File: config.mk
export PLATFORM = sky130hd
export DESIGN_NAME = fit_policy_block_allocator_flat
export DESIGN_NICKNAME = d
export VERILOG_FILES = /design/src/sv/fpba_pkg.sv /design/src/sv/fpba_if.sv /design/src/sv/fit_policy_block_allocator.sv /design/src/sv/fpba_ctrl.sv /design/src/sv/fpba_dp.sv /design/src/flat_wrapper.sv
export SDC_FILE = /design/constraint.sdc
export NUM_CORES = 1
export LEC_CHECK = 0
export BUFFER_PORTS_ARGS = -buffer_cell sky130_fd_sc_hd__buf_4
export CAP_MARGIN = 20
export CORE_MARGIN = 2
export CORE_UTILIZATION = 50
export DETAILED_ROUTE_END_ITERATION = 7
export PLACE_DENSITY = 0.67
export SKIP_CTS_REPAIR_TIMING = 1
export SYNTH_ARGS = -nofsm -noshare
export SYNTH_HDL_FRONTEND = slang
export SYNTH_HIERARCHICAL = 1
export SYNTH_SLANG_ARGS = --single-unit
export TNS_END_PERCENT = 50
File: constraint.sdc
create_clock -name clk -period 7.05 [get_ports clk]
set_input_delay 0.3525 -clock clk [delete_from_list [all_inputs] [get_ports clk]]
set_output_delay 0.3525 -clock clk [all_outputs]
set_load 0.01 [all_outputs]
File: src/sv/fpba_pkg.sv
// ---------------------------------------------------------------------------
// fpba_pkg: shared types and constants for the fit policy block allocator
// Field widths, register indexes, operation codes and the control structs
// that pass between the controller and the datapath.
// ---------------------------------------------------------------------------
`timescale 1ns / 1ps
`default_nettype none

package fpba_pkg;

  // Fixed field widths of the channels and the configuration port.
  localparam int ENTRY_W    = 4;
  localparam int AMOUNT_W   = 16;
  localparam int CFG_IDX_W  = 1;
  localparam int CFG_DATA_W = 5;

  // Defaults for the top-level parameters.
  localparam int MAX_BLOCKS_DEF = 16;
  localparam int SIZE_BITS_DEF  = 16;

  // Configuration register indexes.
  localparam logic [CFG_IDX_W-1:0] CFG_FIT_POLICY    = 1'b0;
  localparam logic [CFG_IDX_W-1:0] CFG_BLOCKS_IN_USE = 1'b1;

  localparam logic [CFG_DATA_W-1:0] BLOCKS_IN_USE_RST = 5'd16;

  // Operation codes of an input word.
  localparam logic OP_LOAD    = 1'b0;
  localparam logic OP_REQUEST = 1'b1;

  typedef enum logic [1:0] {
    FIT_FIRST = 2'd0,
    FIT_BEST  = 2'd1,
    FIT_WORST = 2'd2,
    FIT_NEXT  = 2'd3
  } fit_policy_t;

  typedef struct packed {
    logic load;     // write a loaded size and prepare its result
    logic capture;  // latch a request and set up the scan
    logic scan;     // step the table scan
    logic commit;   // update the chosen entry and prepare the result
    logic push;     // move the prepared result into the output register
  } fpba_cmd_t;

  typedef struct packed {
    logic scan_done;
    logic out_free;
  } fpba_status_t;

endpackage : fpba_pkg

`default_nettype wire

File: src/sv/fpba_if.sv
// ---------------------------------------------------------------------------
// fpba_if: valid/ready channels of the fit policy block allocator
// One interface for the input words and one for the result words.
// ---------------------------------------------------------------------------
`timescale 1ns / 1ps
`default_nettype none

interface fpba_in_if;
  logic                         valid;
  logic                         ready;
  logic                         operation;
  logic [fpba_pkg::ENTRY_W-1:0]  entry_index;
  logic [fpba_pkg::AMOUNT_W-1:0] amount;

  modport source (output valid, output operation, output entry_index, output amount,
                  input ready);
  modport sink   (input valid, input operation, input entry_index, input amount,
                  output ready);
endinterface : fpba_in_if

interface fpba_out_if;
  logic                         valid;
  logic                         ready;
  logic                         granted;
  logic [fpba_pkg::ENTRY_W-1:0]  chosen_block;
  logic [fpba_pkg::AMOUNT_W-1:0] space_left;

  modport source (output valid, output granted, output chosen_block, output space_left,
                  input ready);
  modport sink   (input valid, input granted, input chosen_block, input space_left,
                  output ready);
endinterface : fpba_out_if

`default_nettype wire

File: src/sv/fit_policy_block_allocator.sv
// ---------------------------------------------------------------------------
// fit_policy_block_allocator: first, best, worst and next fit block allocator
// Keeps the free size of each memory block and places requests by policy.
//
// Usage: words enter on in_ch and results leave on out_ch, both valid/ready;
// a word moves at a clock edge where valid and ready are both high. Each
// input word gives exactly one result word. A load word writes one table
// entry and resets the next-fit pointer; a request word is placed under the
// policy in register 0, among the entries counted by register 1. The
// configuration port writes a register at each edge with cfg_we high; the user
// must write it only while the block is idle, and the block does not enforce it.
// Operation: a load writes its entry and prepares its result on acceptance,
// and the result then moves into the output register. A request reads the
// table one entry per cycle through a single comparator, then commits the
// update and moves its result into the output register. A new word is taken
// only after the previous result has been pushed into the output register.
// Reset (rst_n low, synchronous) clears the pointer, the policy (first fit),
// the entry count (sixteen) and the output valid flag; table contents are not
// cleared and must be loaded before use. If out_ch stalls, the finished
// result waits in the output register and the next result waits inside.
// ---------------------------------------------------------------------------
`timescale 1ns / 1ps
`default_nettype none

module fit_policy_block_allocator #(
  parameter int MAX_BLOCKS = fpba_pkg::MAX_BLOCKS_DEF,
  parameter int SIZE_BITS  = fpba_pkg::SIZE_BITS_DEF
) (
  input  wire logic                            clk,
  input  wire logic                            rst_n,
  input  wire logic                            cfg_we,
  input  wire logic [fpba_pkg::CFG_IDX_W-1:0]  cfg_index,
  input  wire logic [fpba_pkg::CFG_DATA_W-1:0] cfg_data,
  fpba_in_if.sink                              in_ch,
  fpba_out_if.source                           out_ch
);

  fpba_pkg::fpba_cmd_t    cmd;
  fpba_pkg::fpba_status_t status;
  logic                   in_ready;
  logic                   out_valid;
  logic                   out_granted;
  logic [fpba_pkg::ENTRY_W-1:0]  out_chosen_block;
  logic [fpba_pkg::AMOUNT_W-1:0] out_space_left;

  fpba_ctrl u_ctrl (
    .clk          (clk),
    .rst_n        (rst_n),
    .in_valid     (in_ch.valid),
    .in_operation (in_ch.operation),
    .in_ready     (in_ready),
    .status       (status),
    .cmd          (cmd)
  );

  fpba_dp #(
    .MAX_BLOCKS (MAX_BLOCKS),
    .SIZE_BITS  (SIZE_BITS)
  ) u_dp (
    .clk              (clk),
    .rst_n            (rst_n),
    .cfg_we           (cfg_we),
    .cfg_index        (cfg_index),
    .cfg_data         (cfg_data),
    .in_entry_index   (in_ch.entry_index),
    .in_amount        (in_ch.amount),
    .cmd              (cmd),
    .status           (status),
    .out_ready        (out_ch.ready),
    .out_valid        (out_valid),
    .out_granted      (out_granted),
    .out_chosen_block (out_chosen_block),
    .out_space_left   (out_space_left)
  );

  assign in_ch.ready         = in_ready;
  assign out_ch.valid        = out_valid;
  assign out_ch.granted      = out_granted;
  assign out_ch.chosen_block = out_chosen_block;
  assign out_ch.space_left   = out_space_left;

endmodule : fit_policy_block_allocator

`default_nettype wire

File: src/sv/fpba_ctrl.sv
// ---------------------------------------------------------------------------
// fpba_ctrl: sequencing controller
// Accepts one word at a time, runs the table scan for requests, commits the
// update and hands the result to the output register.
// ---------------------------------------------------------------------------
`timescale 1ns / 1ps
`default_nettype none

module fpba_ctrl (
  input  wire logic                   clk,
  input  wire logic                   rst_n,
  input  wire logic                   in_valid,
  input  wire logic                   in_operation,
  output logic                        in_ready,
  input  wire fpba_pkg::fpba_status_t status,
  output fpba_pkg::fpba_cmd_t         cmd
);

  typedef enum logic [1:0] {
    S_IDLE,
    S_SCAN,
    S_COMMIT,
    S_DELIVER
  } state_t;

  state_t state_r;
  state_t state_nxt;

  always_comb begin
    state_nxt = state_r;
    cmd       = '0;
    in_ready  = 1'b0;
    unique case (state_r)
      S_IDLE: begin
        in_ready = 1'b1;
        if (in_valid) begin
          if (in_operation == fpba_pkg::OP_LOAD) begin
            cmd.load  = 1'b1;
            state_nxt = S_DELIVER;
          end else begin
            cmd.capture = 1'b1;
            state_nxt   = S_SCAN;
          end
        end
      end
      S_SCAN: begin
        cmd.scan = 1'b1;
        if (status.scan_done) begin
          state_nxt = S_COMMIT;
        end
      end
      S_COMMIT: begin
        cmd.commit = 1'b1;
        state_nxt  = S_DELIVER;
      end
      S_DELIVER: begin
        if (status.out_free) begin
          cmd.push  = 1'b1;
          state_nxt = S_IDLE;
        end
      end
      default: begin
        state_nxt = S_IDLE;
      end
    endcase
  end

  always_ff @(posedge clk) begin
    if (!rst_n) begin
      state_r <= S_IDLE;
    end else begin
      state_r <= state_nxt;
    end
  end

  // The scan state is left only once the datapath reports the scan complete.
  a_scan_hold: assert property (@(posedge clk) disable iff (!rst_n)
    (state_r == S_SCAN && !status.scan_done) |=> state_r == S_SCAN)
    else $error("scan state left before the scan finished");

  // A commit always follows a finished scan.
  a_commit_after_scan: assert property (@(posedge clk) disable iff (!rst_n)
    cmd.commit |-> $past(status.scan_done))
    else $error("commit without a finished scan");

  // A new word is taken only after the previous result was handed over.
  a_accept_after_push: assert property (@(posedge clk) disable iff (!rst_n)
    (in_ready && $past(state_r) == S_DELIVER) |-> $past(cmd.push))
    else $error("controller returned to idle without pushing a result");

endmodule : fpba_ctrl

`default_nettype wire

File: src/sv/fpba_dp.sv
// ---------------------------------------------------------------------------
// fpba_dp: allocator datapath
// Free size table memory, configuration registers, next-fit pointer, the
// single-comparator scan pipeline and the output register.
// ---------------------------------------------------------------------------
`timescale 1ns / 1ps
`default_nettype none

module fpba_dp #(
  parameter int MAX_BLOCKS = fpba_pkg::MAX_BLOCKS_DEF,
  parameter int SIZE_BITS  = fpba_pkg::SIZE_BITS_DEF
) (
  input  wire logic                              clk,
  input  wire logic                              rst_n,
  input  wire logic                              cfg_we,
  input  wire logic [fpba_pkg::CFG_IDX_W-1:0]    cfg_index,
  input  wire logic [fpba_pkg::CFG_DATA_W-1:0]   cfg_data,
  input  wire logic [fpba_pkg::ENTRY_W-1:0]      in_entry_index,
  input  wire logic [fpba_pkg::AMOUNT_W-1:0]     in_amount,
  input  wire fpba_pkg::fpba_cmd_t               cmd,
  output fpba_pkg::fpba_status_t                 status,
  input  wire logic                              out_ready,
  output logic                                   out_valid,
  output logic                                   out_granted,
  output logic [fpba_pkg::ENTRY_W-1:0]           out_chosen_block,
  output logic [fpba_pkg::AMOUNT_W-1:0]          out_space_left
);

  localparam int IDX_W = $clog2(MAX_BLOCKS);
  localparam int CNT_W = $clog2(MAX_BLOCKS + 1);

  // Configuration.
  fpba_pkg::fit_policy_t              policy_r;
  logic [fpba_pkg::CFG_DATA_W-1:0]    blocks_r;

  // Table memory and its read port.
  logic [SIZE_BITS-1:0] mem [MAX_BLOCKS];
  logic [SIZE_BITS-1:0] mem_q_r;
  logic                 wr_en;
  logic [IDX_W-1:0]     wr_addr;
  logic [SIZE_BITS-1:0] wr_data;

  // Scan state.
  logic [IDX_W-1:0]     ptr_r;
  logic [SIZE_BITS-1:0] need_r;
  logic [IDX_W-1:0]     rd_addr_r;
  logic [CNT_W-1:0]     iss_left_r;
  logic                 rd_pend_r;
  logic [IDX_W-1:0]     cmp_addr_r;
  logic                 cand_found_r;
  logic [IDX_W-1:0]     cand_idx_r;
  logic [SIZE_BITS-1:0] cand_val_r;

  // Prepared result and output register.
  logic                              res_granted_r;
  logic [fpba_pkg::ENTRY_W-1:0]      res_idx_r;
  logic [fpba_pkg::AMOUNT_W-1:0]     res_left_r;
  logic                              out_valid_r;
  logic                              out_granted_r;
  logic [fpba_pkg::ENTRY_W-1:0]      out_idx_r;
  logic [fpba_pkg::AMOUNT_W-1:0]     out_left_r;

  logic [CNT_W-1:0]     n_active;
  logic [CNT_W-1:0]     rd_addr_inc;
  logic [IDX_W-1:0]     rd_addr_nxt;
  logic                 issue;
  logic                 load_ok;
  logic [SIZE_BITS-1:0] load_size;
  logic [SIZE_BITS-1:0] left_after;
  logic                 fits;
  logic                 take;

  always_comb begin
    if (int'(blocks_r) > MAX_BLOCKS) begin
      n_active = CNT_W'(MAX_BLOCKS);
    end else begin
      n_active = CNT_W'(blocks_r);
    end
  end

  assign issue       = cmd.scan && (iss_left_r != '0);
  assign rd_addr_inc = CNT_W'(rd_addr_r) + CNT_W'(1);
  assign rd_addr_nxt = (rd_addr_inc >= n_active) ? '0 : IDX_W'(rd_addr_inc);

  assign load_ok    = int'(in_entry_index) < MAX_BLOCKS;
  assign load_size  = SIZE_BITS'(in_amount);
  assign left_after = cand_val_r - need_r;

  // Strict compares keep ties on the earliest entry seen in scan order.
  assign fits = mem_q_r >= need_r;
  always_comb begin
    take = 1'b0;
    if (fits) begin
      if (!cand_found_r) begin
        take = 1'b1;
      end else begin
        priority case (policy_r)
          fpba_pkg::FIT_BEST:  take = mem_q_r < cand_val_r;
          fpba_pkg::FIT_WORST: take = mem_q_r > cand_val_r;
          default:             take = 1'b0;
        endcase
      end
    end
  end

  always_comb begin
    wr_en   = 1'b0;
    wr_addr = cand_idx_r;
    wr_data = left_after;
    if (cmd.load) begin
      wr_en   = load_ok;
      wr_addr = IDX_W'(in_entry_index);
      wr_data = load_size;
    end else if (cmd.commit) begin
      wr_en = cand_found_r;
    end
  end

  always_ff @(posedge clk) begin
    if (wr_en) begin
      mem[wr_addr] <= wr_data;
    end
    if (issue) begin
      mem_q_r <= mem[rd_addr_r];
    end
  end

  // Configuration registers.
  always_ff @(posedge clk) begin
    if (!rst_n) begin
      policy_r <= fpba_pkg::FIT_FIRST;
      blocks_r <= fpba_pkg::BLOCKS_IN_USE_RST;
    end else if (cfg_we) begin
      unique case (cfg_index)
        fpba_pkg::CFG_FIT_POLICY:    policy_r <= fpba_pkg::fit_policy_t'(cfg_data[1:0]);
        fpba_pkg::CFG_BLOCKS_IN_USE: blocks_r <= cfg_data;
        default: ;
      endcase
    end
  end

  // Control state of the scan and the pointer.
  always_ff @(posedge clk) begin
    if (!rst_n) begin
      ptr_r        <= '0;
      iss_left_r   <= '0;
      rd_pend_r    <= 1'b0;
      cand_found_r <= 1'b0;
      out_valid_r  <= 1'b0;
    end else begin
      rd_pend_r <= issue;
      if (cmd.load && load_ok) begin
        ptr_r <= '0;
      end
      if (cmd.capture) begin
        iss_left_r   <= n_active;
        cand_found_r <= 1'b0;
      end else if (issue) begin
        iss_left_r <= iss_left_r - CNT_W'(1);
      end
      if (rd_pend_r && take) begin
        cand_found_r <= 1'b1;
      end
      if (cmd.commit && cand_found_r && policy_r == fpba_pkg::FIT_NEXT) begin
        ptr_r <= cand_idx_r;
      end
      if (cmd.push) begin
        out_valid_r <= 1'b1;
      end else if (out_ready) begin
        out_valid_r <= 1'b0;
      end
    end
  end

  // Payload registers.
  always_ff @(posedge clk) begin
    if (cmd.capture) begin
      need_r <= load_size;
      // A stale pointer restarts the next-fit scan at entry zero.
      if (policy_r == fpba_pkg::FIT_NEXT && CNT_W'(ptr_r) < n_active) begin
        rd_addr_r <= ptr_r;
      end else begin
        rd_addr_r <= '0;
      end
    end else if (issue) begin
      rd_addr_r <= rd_addr_nxt;
    end
    if (issue) begin
      cmp_addr_r <= rd_addr_r;
    end
    if (rd_pend_r && take) begin
      cand_idx_r <= cmp_addr_r;
      cand_val_r <= mem_q_r;
    end
    if (cmd.load) begin
      res_granted_r <= load_ok;
      res_idx_r     <= load_ok ? in_entry_index : '0;
      res_left_r    <= load_ok ? fpba_pkg::AMOUNT_W'(load_size) : '0;
    end else if (cmd.commit) begin
      res_granted_r <= cand_found_r;
      res_idx_r     <= cand_found_r ? fpba_pkg::ENTRY_W'(cand_idx_r) : '0;
      res_left_r    <= cand_found_r ? fpba_pkg::AMOUNT_W'(left_after) : '0;
    end
    if (cmd.push) begin
      out_granted_r <= res_granted_r;
      out_idx_r     <= res_idx_r;
      out_left_r    <= res_left_r;
    end
  end

  assign status.scan_done = (iss_left_r == '0) && !rd_pend_r;
  assign status.out_free  = !out_valid_r || out_ready;

  assign out_valid        = out_valid_r;
  assign out_granted      = out_granted_r;
  assign out_chosen_block = out_idx_r;
  assign out_space_left   = out_left_r;

  // A pending result is never overwritten.
  a_no_overwrite: assert property (@(posedge clk) disable iff (!rst_n)
    cmd.push |-> (!out_valid_r || out_ready))
    else $error("result pushed over a word not yet taken");

  // The output register only fills through a push.
  a_valid_from_push: assert property (@(posedge clk) disable iff (!rst_n)
    (out_valid_r && !$past(out_valid_r)) |-> $past(cmd.push))
    else $error("output valid without a push");

  // The table is updated only after every read of the scan has been compared.
  a_commit_idle_scan: assert property (@(posedge clk) disable iff (!rst_n)
    cmd.commit |-> (iss_left_r == '0 && !rd_pend_r))
    else $error("commit while the scan is still running");

endmodule : fpba_dp

`default_nettype wire

File: src/flat_wrapper.sv
// flat-port wrapper written by rule: the top's interface ports become plain ports
module fit_policy_block_allocator_flat 
#(
  parameter int MAX_BLOCKS = fpba_pkg::MAX_BLOCKS_DEF,
  parameter int SIZE_BITS  = fpba_pkg::SIZE_BITS_DEF
)
  (clk, rst_n, cfg_we, cfg_index, cfg_data, in_ch_valid, in_ch_operation, in_ch_entry_index, in_ch_amount, in_ch_ready, out_ch_valid, out_ch_granted, out_ch_chosen_block, out_ch_space_left, out_ch_ready);
  fpba_in_if in_ch_i ();
  fpba_out_if out_ch_i ();
  input  wire logic clk;
  input  wire logic rst_n;
  input  wire logic cfg_we;
  input  wire logic [fpba_pkg::CFG_IDX_W-1:0] cfg_index;
  input  wire logic [fpba_pkg::CFG_DATA_W-1:0] cfg_data;
  input wire logic [$bits(in_ch_i.valid)-1:0] in_ch_valid;
  input wire logic [$bits(in_ch_i.operation)-1:0] in_ch_operation;
  input wire logic [$bits(in_ch_i.entry_index)-1:0] in_ch_entry_index;
  input wire logic [$bits(in_ch_i.amount)-1:0] in_ch_amount;
  output wire logic [$bits(in_ch_i.ready)-1:0] in_ch_ready;
  output wire logic [$bits(out_ch_i.valid)-1:0] out_ch_valid;
  output wire logic [$bits(out_ch_i.granted)-1:0] out_ch_granted;
  output wire logic [$bits(out_ch_i.chosen_block)-1:0] out_ch_chosen_block;
  output wire logic [$bits(out_ch_i.space_left)-1:0] out_ch_space_left;
  input wire logic [$bits(out_ch_i.ready)-1:0] out_ch_ready;
  assign in_ch_i.valid = in_ch_valid;
  assign in_ch_i.operation = in_ch_operation;
  assign in_ch_i.entry_index = in_ch_entry_index;
  assign in_ch_i.amount = in_ch_amount;
  assign in_ch_ready = in_ch_i.ready;
  assign out_ch_valid = out_ch_i.valid;
  assign out_ch_granted = out_ch_i.granted;
  assign out_ch_chosen_block = out_ch_i.chosen_block;
  assign out_ch_space_left = out_ch_i.space_left;
  assign out_ch_i.ready = out_ch_ready;
  fit_policy_block_allocator #(.MAX_BLOCKS(MAX_BLOCKS), .SIZE_BITS(SIZE_BITS)) u_core (.clk(clk), .rst_n(rst_n), .cfg_we(cfg_we), .cfg_index(cfg_index), .cfg_data(cfg_data), .in_ch(in_ch_i), .out_ch(out_ch_i));
endmodule
After elaboration in Yosys (flattened, before gate mapping)
Memories as Yosys holds them, arrays and structs flattened. A register that Yosys moved wholly into a read port is not among the register bits.
Cells that the tools add are included.
- output and inout bits: 23
- bits in registers: 107
- input port bits: 32
- bits in writable memories: 256
- bits in read-only memories: 0
- memories kept: 1
- latch bits: 0
- memory list (memory ; depth ; bits a word ; rd ports ; clocked after memory_dff ; write ports ; RTL line ; text):
    u_core.u_dp.mem ; 16 ; 16 ; 1 ; 1 ; 1 ; fpba_dp.sv:37 ; logic [SIZE_BITS-1:0] mem [MAX_BLOCKS];
- div/mod/pow operators: 0
- multipliers: 0
- $lt $le $gt $ge: 6
- reductions and logical operators: 20
- equality and inequality tests: 9
- add/sub/neg operators: 3
- mux-type cells: 42
- shift operators: 0
- bitwise operators: 1
- operators with widths (operator ; count):
    16-bit two-way mux ; 4
    4-bit two-way mux ; 10
    1-bit two-way mux ; 17
    16-bit >= comparator ; 1
    16-bit > comparator ; 1
    16-bit < comparator ; 1
    16-bit subtractor ; 1
    5-bit two-way mux ; 3
    2-bit two-way mux ; 6
    2-bit nonzero test ; 5
    2-bit == test (second input constant) ; 4
    2-bit case mux with 4 select lines ; 1
    1-bit logical AND ; 6
    4-bit by 1-bit adder with 5-bit output (second input constant) ; 1
    5-bit >= comparator ; 1
    5-bit > comparator (second input constant) ; 1
    5-bit logical NOT ; 1
    4-bit by 5-bit < comparator with 1-bit output ; 1
    5-bit nonzero test ; 1
    5-bit by 1-bit subtractor with 5-bit output (second input constant) ; 1
    2-bit by 1-bit == test with 1-bit output (second input constant) ; 2
    2-bit by 1-bit != test with 1-bit output (second input constant) ; 2
    2-bit AND reduction ; 2
    3-bit AND reduction ; 1
    6 further kinds ; 7

Depth between registers and ports, before layout
Gate-level depths: netlist (run 1).
- depth after elaboration: 6
- depth in mapped cells: 11

Modules after synthesis
The synthesis (run 1) kept the hierarchy.
- by module, submodules not included (module ; cells each ; times used ; area each (µm²) ; seq. area each (µm²)):
    fpba_dp ; 1041 ; 1 ; 16085.4 ; 11120.7
    fpba_ctrl ; 25 ; 1 ; 210.2 ; 40.0

Worst setup path after synthesis (run 1)
No wires, ideal clock.
- path type: flip-flop to flip-flop
- start: reg u_core.u_dp.mem_q_r[14] (read register of u_core.u_dp.mem)
- end: reg u_core.u_dp.cand_idx_r[0] (enable)
- required time: 6646 ps
- stages on the path, launching flop included: 8
- arrival time: 2710 ps
- setup slack: 3936 ps
- path through: edfxtp_1 ha_1 a21oi_1 nand2_1 a221o_1 a211o_2 mux2i_1 a21oi_1
- longest elaborated chain between the ends: 5
- elaborated cells on any way between the ends: 7
- those cells by class: 3 x order compare; 3 x mux; 1 x reduce/logical
- ends and longest elaborated chain (item ; RTL line ; text):
    start: declaration ; fpba_dp.sv:38 ; logic [SIZE_BITS-1:0] mem_q_r;
    16-bit > comparator / 16-bit < comparator (equally long branches) ; fpba_dp.sv:99, fpba_dp.sv:98 ;
    1-bit case mux with 2 select lines ; fpba_dp.sv:97 ; priority case (policy_r)
    1-bit two-way mux ; fpba_dp.sv:94 ; if (!cand_found_r) begin
    1-bit two-way mux (*) ; fpba_dp.sv:93 ; if (fits) begin
    1-bit logical AND (*) ; fpba_dp.sv:191 ; if (rd_pend_r && take) begin
    end signal: assignment ; fpba_dp.sv:192 ; cand_idx_r <= cmp_addr_r;
    end: declaration ; fpba_dp.sv:51 ; logic [IDX_W-1:0] cand_idx_r;
Mark *: on every way between the ends. The rest lies on a longest branch, timed or not.
A chain may end at the register's enable or synchronous reset.

==> impl_metrics.sql, run 1 <==
INSERT INTO impl_metrics (metric_group, metric, value, unit) VALUES
('outcome', 'outcome', 'complete, no violations', ''),
('finish', 'fillerInstances', '2407', ''),
('placed_design', 'place_inst', '1548', ''),
('run', 'cap_viol_max_count', '0', ''),
('timing', 'final_period_util', '0.5069', ''),
('cts', 'clk-insertion-delay-late', '0.54', 'ns'),
('timing', 'setup-tns-final', '0', 'ns'),
('routing', 'drt_first_iter_violations', '889', ''),
('routing', 'route.detailed.wl_per_inst', '20.94', 'µm'),
('die', 'core', '32290', 'µm²'),
('worst_setup_path', 'timing.critical_path.to_type', 'flop', ''),
('placed_design', 'place.gp.congestion', '0.8758', ''),
('synthesis', 'synth_enable_flop_cells', '357', ''),
('finish', 'nets', '1250', ''),
('synthesis', 'synth.cell_area', '16300', 'µm²'),
('synthesis', 'syn-instance-count', '1066', ''),
('timing', 'worstMarginPinSlew', '1.083', 'ns'),
('power', 'power.total', '7.218', 'mW'),
('timing', 'fin_skew', '0.02028', 'ns'),
('worst_setup_path', 'critPathMaxFanout', '55', ''),
('synthesis', 'asyncSetResetFlopFracSynth', '0', ''),
('placed_design', 'placement.io_buffers', '54', ''),
('worst_setup_path', 'reg_to_reg_slack_setup', '3.48', 'ns'),
('routing', 'length_of_the_first_detailed_routing_pass_in_iterations', '5', ''),
('routing', 'post_route_drc', '0', ''),
('finish', 'fin_area', '18700', 'µm²'),
('synthesis', 'synth-seq-area-share', '0.6849', ''),
('worst_setup_path', 'worst-endpoint-required', '7.29', 'ns'),
('routing', 'number_of_nets_still_failing_antenna_checks_after_routing', '0', ''),
('min_path', 'hold_path_class', 'in -> reg', ''),
('timing', 'finalMaxSlewViolations', '0', ''),
('cts', 'clock_sink_total', '379', ''),
('synthesis', 'synth_nets', '1165', ''),
('synthesis', 'syn_area_per_cell', '15.29', 'µm²'),
('finish', 'flow.area_growth_from_synthesis', '14.77', '%'),
('routing', 'viasPerCell', '5.668', ''),
('finish', 'utilization', '0.5792', ''),
('grt', 'grt_pass1_vias', '8972', ''),
('worst_setup_path', 'worst-setup-path-type', 'reg -> reg', ''),
('synthesis', 'synth_flop_cell', 'edfxtp_1', ''),
('timing', 'shortest_period_the_worst_path_allows', '3.573', 'ns'),
('die', 'die_area', '34050', 'µm²'),
('cts', 'worst_setup_hold_path_clk_slew', '0.06', 'ns'),
('grt', 'antenna_found_initial', '0', ''),
('die', 'boundaryPins', '55', ''),
('finish', 'diodes', '0', ''),
('grt', 'grt-ovfl-total', '0', ''),
('timing', 'max_freq', '279.9', 'MHz'),
('synthesis', 'ys_seq_elements', '379', ''),
('finish', 'layout.cells.non_filler', '1622', ''),
('die', 'placement_rows', '66', ''),
('die', 'horizontal_die_dimension', '184.5', 'µm'),
('timing', 'hold_viol_final', '0', ''),
('cts', 'cts.path.max_buffers', '3', ''),
('worst_setup_path', 'critPathLaunchType', 'flop', ''),
('placed_design', 'dpl-instance-area', '17320', 'µm²'),
('synthesis', 'synth.distinct_cells', '67', ''),
('grt', 'grt_first_pass_wirelength', '51.64', 'mm'),
('power', 'powerDensity', '385.9', 'nW/µm²'),
('power', 'vdd_ir_drop_max', '0.1924', 'mV'),
('timing', 'rsz_0062_raised_after_global_routing', 'no', ''),
('placed_design', 'hpwlAfterDp', '22.43', 'mm'),
('grt', 'grt_max_degree', '56', ''),
('routing', 'dr_total_vias', '9194', ''),
('timing', 'number_of_endpoints_failing_setup_at_the_final_stage', '0', ''),
('die', 'height_of_the_die', '184.5', 'µm'),
('power', 'p_leak', '6.683', 'nW'),
('finish', 'drive_gt1_frac', '0.1847', ''),
('die', 'starting_density', '0.5047', ''),
('grt', 'gr-usage-all-layers', '0.2026', ''),
('cts', 'cts_tree', 'yes', ''),
('cts', 'root_buffer', 'clkbuf_16', ''),
('worst_setup_path', 'cp.arrival', '3.81', 'ns'),
('timing', 'slew_headroom', '0.2770', ''),
('cts', 'cts-buffers-inserted', '39', ''),
('routing', 'totalWireLength', '33.97', 'mm'),
('cts', 'cts_htree_levels', '2', ''),
('synthesis', 'synthesis.yosys.warnings', '6', '');
## layout make-up
class,count,area (µm²),share of cell area
clock buffers,40,979.7,0.05238
clock inverters,30,366.6,0.01960
inverters,58,217.7,0.01164
multi-input cells,588,4770,0.2550
flip-flops and latches,379,11160,0.5967
well taps,442,553.0,0.02957
repair buffers,85,655.6,0.03505
## metal layers
metal | GRT usage | up-vias | part of all wire
li1 | - | 4296 | -
met1 | 0.2895 | 4529 | 0.45
met2 | 0.3236 | 314 | 0.46
met3 | 0.03221 | 55 | 0.066
met4 | 0.05824 | 0 | 0.022
met5 | 0 | - | 0
## Yosys cell counts, drive strengths merged (3+ instances only)
master | count | area, µm²
mux4 | 32 | 720.7
xor2 | 8 | 70.07
a21o | 13 | 97.59
a211oi | 6 | 50.05
a21boi | 3 | 22.52
a221oi | 17 | 166.4
and3 | 7 | 45.05
xnor2 | 9 | 78.83
inv | 56 | 210.2
nand3 | 21 | 105.1
dfxtp | 22 | 440.4
nor2 | 37 | 138.9
buf | 16 | 95.09
clkbuf | 25 | 93.84
a22oi | 18 | 135.1
nor3 | 9 | 45.04
and2 | 4 | 27.53
a211o | 3 | 27.53
a22o | 4 | 35.03
nand2 | 82 | 307.8
edfxtp | 357 | 10720
a21oi | 46 | 237.7
nand4 | 5 | 31.28
o22ai | 4 | 25.02
or2 | 3 | 18.77
mux2 | 13 | 146.4
mux2i | 59 | 590.6
o31ai | 7 | 52.55
nand2b | 7 | 43.79
ha | 66 | 825.8
a31oi | 8 | 50.05
nor2b | 6 | 37.54
o21a | 8 | 60.06
o21ai | 57 | 285.3
or4 | 3 | 22.52
## cell families after synthesis
group,after synthesis,share of synthesized area
xor+xnor,17,0.009137
simple gates,191,0.05398
fa+ha+maj,67,0.05190
compound gates,209,0.08569
mux,104,0.08945
buf+inv,99,0.02495
flops,379,0.6849
## critical path: stages (launching register included)
cell and delay [ns]:
dfxtp_1 0.34, inv_1 0.11, ha_1 0.21, nand2_1 0.10, nor2_4 0.08, buf_4 0.43, inv_1 0.31, o21ai_0 0.49
nand2_1 0.23, nor2_1 0.61, buf_4 0.33
## metrics by stage
step	setup slack [ns]	hold slack, ns
2_1_floorplan	3.936	0.4003
3_3_place_gp	3.643	0.4000
3_5_place_dp	3.512	0.4045
4_1_cts	3.473	-0.01238
5_1_grt	3.217	0.001015
6_report	3.477	0.01368
## where the power goes
group	switching [mW]	internal (mW)	leakage, nW
clock	0.871	1.25	0.641
sequential	0.108	2.94	3.42
combinational	1.28	0.763	2.62
## flip-flops by register name, indices dropped and copies added (netlist names)
| register | flops |
|---|---|
| u_core/u_dp/out_chosen_block | 4 |
| u_core/u_dp/mem | 256 |
| u_core/u_dp/res_left_r | 16 |
| u_core/u_dp/cand_val_r | 16 |
| u_core/u_dp/blocks_r | 5 |
| u_core/u_ctrl/state_r | 2 |
| u_core/u_dp/iss_left_r | 5 |
| u_core/u_dp/rd_addr_r | 4 |
| u_core/u_dp/need_r | 16 |
| u_core/u_dp/out_valid | 1 |
| u_core/u_dp/cand_found_r | 1 |
| u_core/u_dp/rd_pend_r | 1 |
| u_core/u_dp/policy_r | 2 |
| u_core/u_dp/cand_idx_r | 4 |
| u_core/u_dp/out_granted | 1 |
| u_core/u_dp/out_space_left | 16 |
| u_core/u_dp/res_granted_r | 1 |
| u_core/u_dp/res_idx_r | 4 |
| u_core/u_dp/mem_q_r | 16 |
| u_core/u_dp/cmp_addr_r | 4 |
| u_core/u_dp/ptr_r | 4 |
## placed cells by master, fill, tap and decap left out, types with 13 or more instances in the layout
cell type,count
a21oi_1,43
nand2_1,82
mux2i_1,59
edfxtp_1,357
dfxtp_1,22
nor2_1,27
inv_1,56
a21o_1,13
o21ai_0,55
a221oi_1,16
mux2_2,13
buf_4,80
clkbuf_16,39
nand3_1,21
a22oi_1,18
mux4_2,32
ha_1,66
## worst paths after layout
| check | startpoint | to | depth (start not counted) |
|---|---|---|---|
| worst max-delay path | u_core/u_ctrl/state_r[1] | u_core/u_dp/mem[5][9] | 10 |
| worst min-delay path | in_ch_amount[5] | u_core/u_dp/need_r[5] | 1 |
| worst min register to register | u_core/u_dp/res_left_r[13] | u_core/u_dp/out_space_left[13] | 0 |
| worst max register to register | u_core/u_ctrl/state_r[1] | u_core/u_dp/mem[5][9] | 10 |
No activity file was read; power rests on OpenSTA's default activity.
==> inputs of run 2 (changes only) <==
==> constraint.sdc (replaced) <==
create_clock -name clk -period 3.4 [get_ports clk]
set_input_delay 0.17 -clock clk [delete_from_list [all_inputs] [get_ports clk]]
set_output_delay 0.17 -clock clk [all_outputs]
set_load 0.01 [all_outputs]
==> run 2 against run 1 <==
Net effect:
- total power increased by 100%
- worst hold slack improved by 0.0075 ns
- clock skew decreased by 0.0086 ns
- final area increased by 1.5%
- via count increased by 0.72%
- sequential power increased by 110%
- highest routed layer unchanged
- largest cell class unchanged
==> impl_metrics.sql, run 2 (synthesized netlist as in run 1, its figures left out) <==
INSERT INTO impl_metrics (metric_group, metric, value, unit) VALUES
('outcome', 'outcome', 'complete, no violations', ''),
('power', 'powerDensity', '770.4', 'nW/µm²'),
('worst_setup_path', 'r2r_cells', '11', ''),
('placed_design', 'hpwlAfterDp', '21.29', 'mm'),
('die', 'die_area', '34050', 'µm²'),
('die', 'core', '32290', 'µm²'),
('worst_setup_path', 'cp.arrival', '3.20', 'ns'),
('placed_design', 'place.gp.congestion', '0.8126', ''),
('power', 'p_leak', '6.831', 'nW'),
('routing', 'length_of_the_first_detailed_routing_pass_in_iterations', '5', ''),
('worst_setup_path', 'reg_to_reg_slack_setup', '0.47', 'ns'),
('timing', 'finalHoldWorstSlack', '0.02118', 'ns'),
('placed_design', 'placement.io_buffers', '54', ''),
('finish', 'largest_reg_flops', '256', ''),
('die', 'placement_rows', '66', ''),
('power', 'vdd_ir_drop_max', '0.5026', 'mV'),
('worst_setup_path', 'worst-setup-path-type', 'reg -> reg', ''),
('timing', 'setup-tns-final', '0', 'ns'),
('routing', 'route.detailed.wl_per_inst', '20.71', 'µm'),
('finish', 'drive_gt1_frac', '0.1822', ''),
('cts', 'clk-insertion-delay-late', '0.54', 'ns'),
('finish', 'register_ranked_first_by_flip_flop_count', 'u_core/u_dp/mem', ''),
('die', 'horizontal_die_dimension', '184.5', 'µm'),
('die', 'height_of_the_die', '184.5', 'µm'),
('worst_setup_path', 'critPathLaunchType', 'flop', ''),
('grt', 'grt-ovfl-total', '0', ''),
('timing', 'number_of_endpoints_failing_setup_at_the_final_stage', '0', ''),
('timing', 'hold_viol_final', '0', ''),
('grt', 'antenna_found_initial', '0', ''),
('finish', 'flow.area_growth_from_synthesis', '16.52', '%'),
('finish', 'nets', '1292', ''),
('routing', 'viasPerCell', '5.558', ''),
('run', 'cap_viol_max_count', '0', ''),
('timing', 'slew_headroom', '0.3911', ''),
('finish', 'most-common-layout-cells', '357 x edfxtp_1, 93 x buf_4, 82 x nand2_1, 66 x ha_1, 59 x mux2i_1', ''),
('routing', 'totalWireLength', '34.50', 'mm'),
('die', 'boundaryPins', '55', ''),
('die', 'starting_density', '0.5047', ''),
('worst_setup_path', 'critPathMaxFanout', '16', ''),
('timing', 'rsz_0062_raised_after_global_routing', 'no', ''),
('timing', 'worst_slack', '0.4735', 'ns'),
('timing', 'fin_skew', '0.01163', 'ns'),
('timing', 'max_freq', '341.7', 'MHz'),
('worst_setup_path', 'worst-endpoint-required', '3.67', 'ns'),
('timing', 'final_period_util', '0.8607', ''),
('grt', 'gr-usage-all-layers', '0.2037', ''),
('cts', 'worst_setup_hold_path_clk_slew', '0.06', 'ns'),
('cts', 'cts_htree_levels', '2', ''),
('finish', 'utilization', '0.5881', ''),
('finish', 'most_common_cell_after_layout_fill_and_taps_aside', 'edfxtp_1', ''),
('routing', 'dr_total_vias', '9260', ''),
('min_path', 'worst_hold_path.num_cells', '3', ''),
('cts', 'cts_tree', 'yes', ''),
('worst_setup_path', 'timing.critical_path.to_type', 'flop', ''),
('placed_design', 'preCtsSetupSlack', '0.4852', 'ns'),
('grt', 'grt_max_degree', '98', ''),
('cts', 'clock_sink_total', '379', ''),
('cts', 'cts.path.max_buffers', '3', ''),
('min_path', 'hold_path_class', 'in -> reg', ''),
('finish', 'diodes', '0', ''),
('timing', 'worstMarginPinSlew', '0.9133', 'ns'),
('routing', 'post_route_drc', '0', ''),
('cts', 'root_buffer', 'clkbuf_16', ''),
('cts', 'cts-buffers-inserted', '40', ''),
('routing', 'drt_first_iter_violations', '762', ''),
('timing', 'shortest_period_the_worst_path_allows', '2.926', 'ns'),
('timing', 'finalMaxSlewViolations', '0', ''),
('routing', 'number_of_nets_still_failing_antenna_checks_after_routing', '0', ''),
('power', 'power.total', '14.63', 'mW'),
('grt', 'grt_first_pass_wirelength', '51.27', 'mm'),
('grt', 'grt_pass1_vias', '8813', '');
run 2: layout make-up:
cell class	instances	area [µm²]
Multi-Input combinational cell	588	4765
Clock buffer	49	1055
Sequential cell	379	11160
Timing Repair Buffer	126	1039
Tap cell	442	553.0
Inverter	58	217.7
Fill cell	2426	13300
Clock inverter	24	198.9
run 2: per-layer routing:
layer	vias to the layer above	wire length (µm)	GRT usage
li1	4379	-	-
met1	4577	15520	0.2862
met4	0	730	0.06048
met5	-	0	0
met2	258	16420	0.3358
met3	46	1820	0.02490
run 2: power by group:
part	internal (mW)	switching [mW]	leakage, nW
sequential	6.09	0.196	3.42
clock	2.38	1.74	0.613
combinational	1.63	2.60	2.80
total	10.1	4.53	6.83
run 2: critical path, cell delays in order, from the launching register on:
cell and delay [ns]:
edfxtp_1 0.40, inv_1 0.08, ha_1 0.16, inv_1 0.06
fa_1 0.46, a21o_1 0.24, a221oi_4 0.36, nand3_1 0.17
a31oi_1 0.23, xor2_1 0.20, o21ai_0 0.10, buf_4 0.21
run 2: stage by stage:
| step | area (µm²) | cells |
|---|---|---|
| 2_1_floorplan | 16300 | 1066 |
| 4_1_cts | 18670 | 1634 |
| 5_1_grt | 18990 | 1666 |
| 3_3_place_gp | 17410 | 1561 |
| 6_report | 18990 | 1666 |
| 3_5_place_dp | 17410 | 1561 |
run 2: worst paths after layout:
path	start	end
worst min register to register	u_core/u_dp/res_left_r[1]	u_core/u_dp/out_space_left[1]
worst max register to register	u_core/u_dp/cand_val_r[0]	u_core/u_dp/mem[1][12]
worst min-delay path	in_ch_valid	u_core/u_ctrl/state_r[1]
worst max-delay path	u_core/u_dp/cand_val_r[0]	u_core/u_dp/mem[1][12]
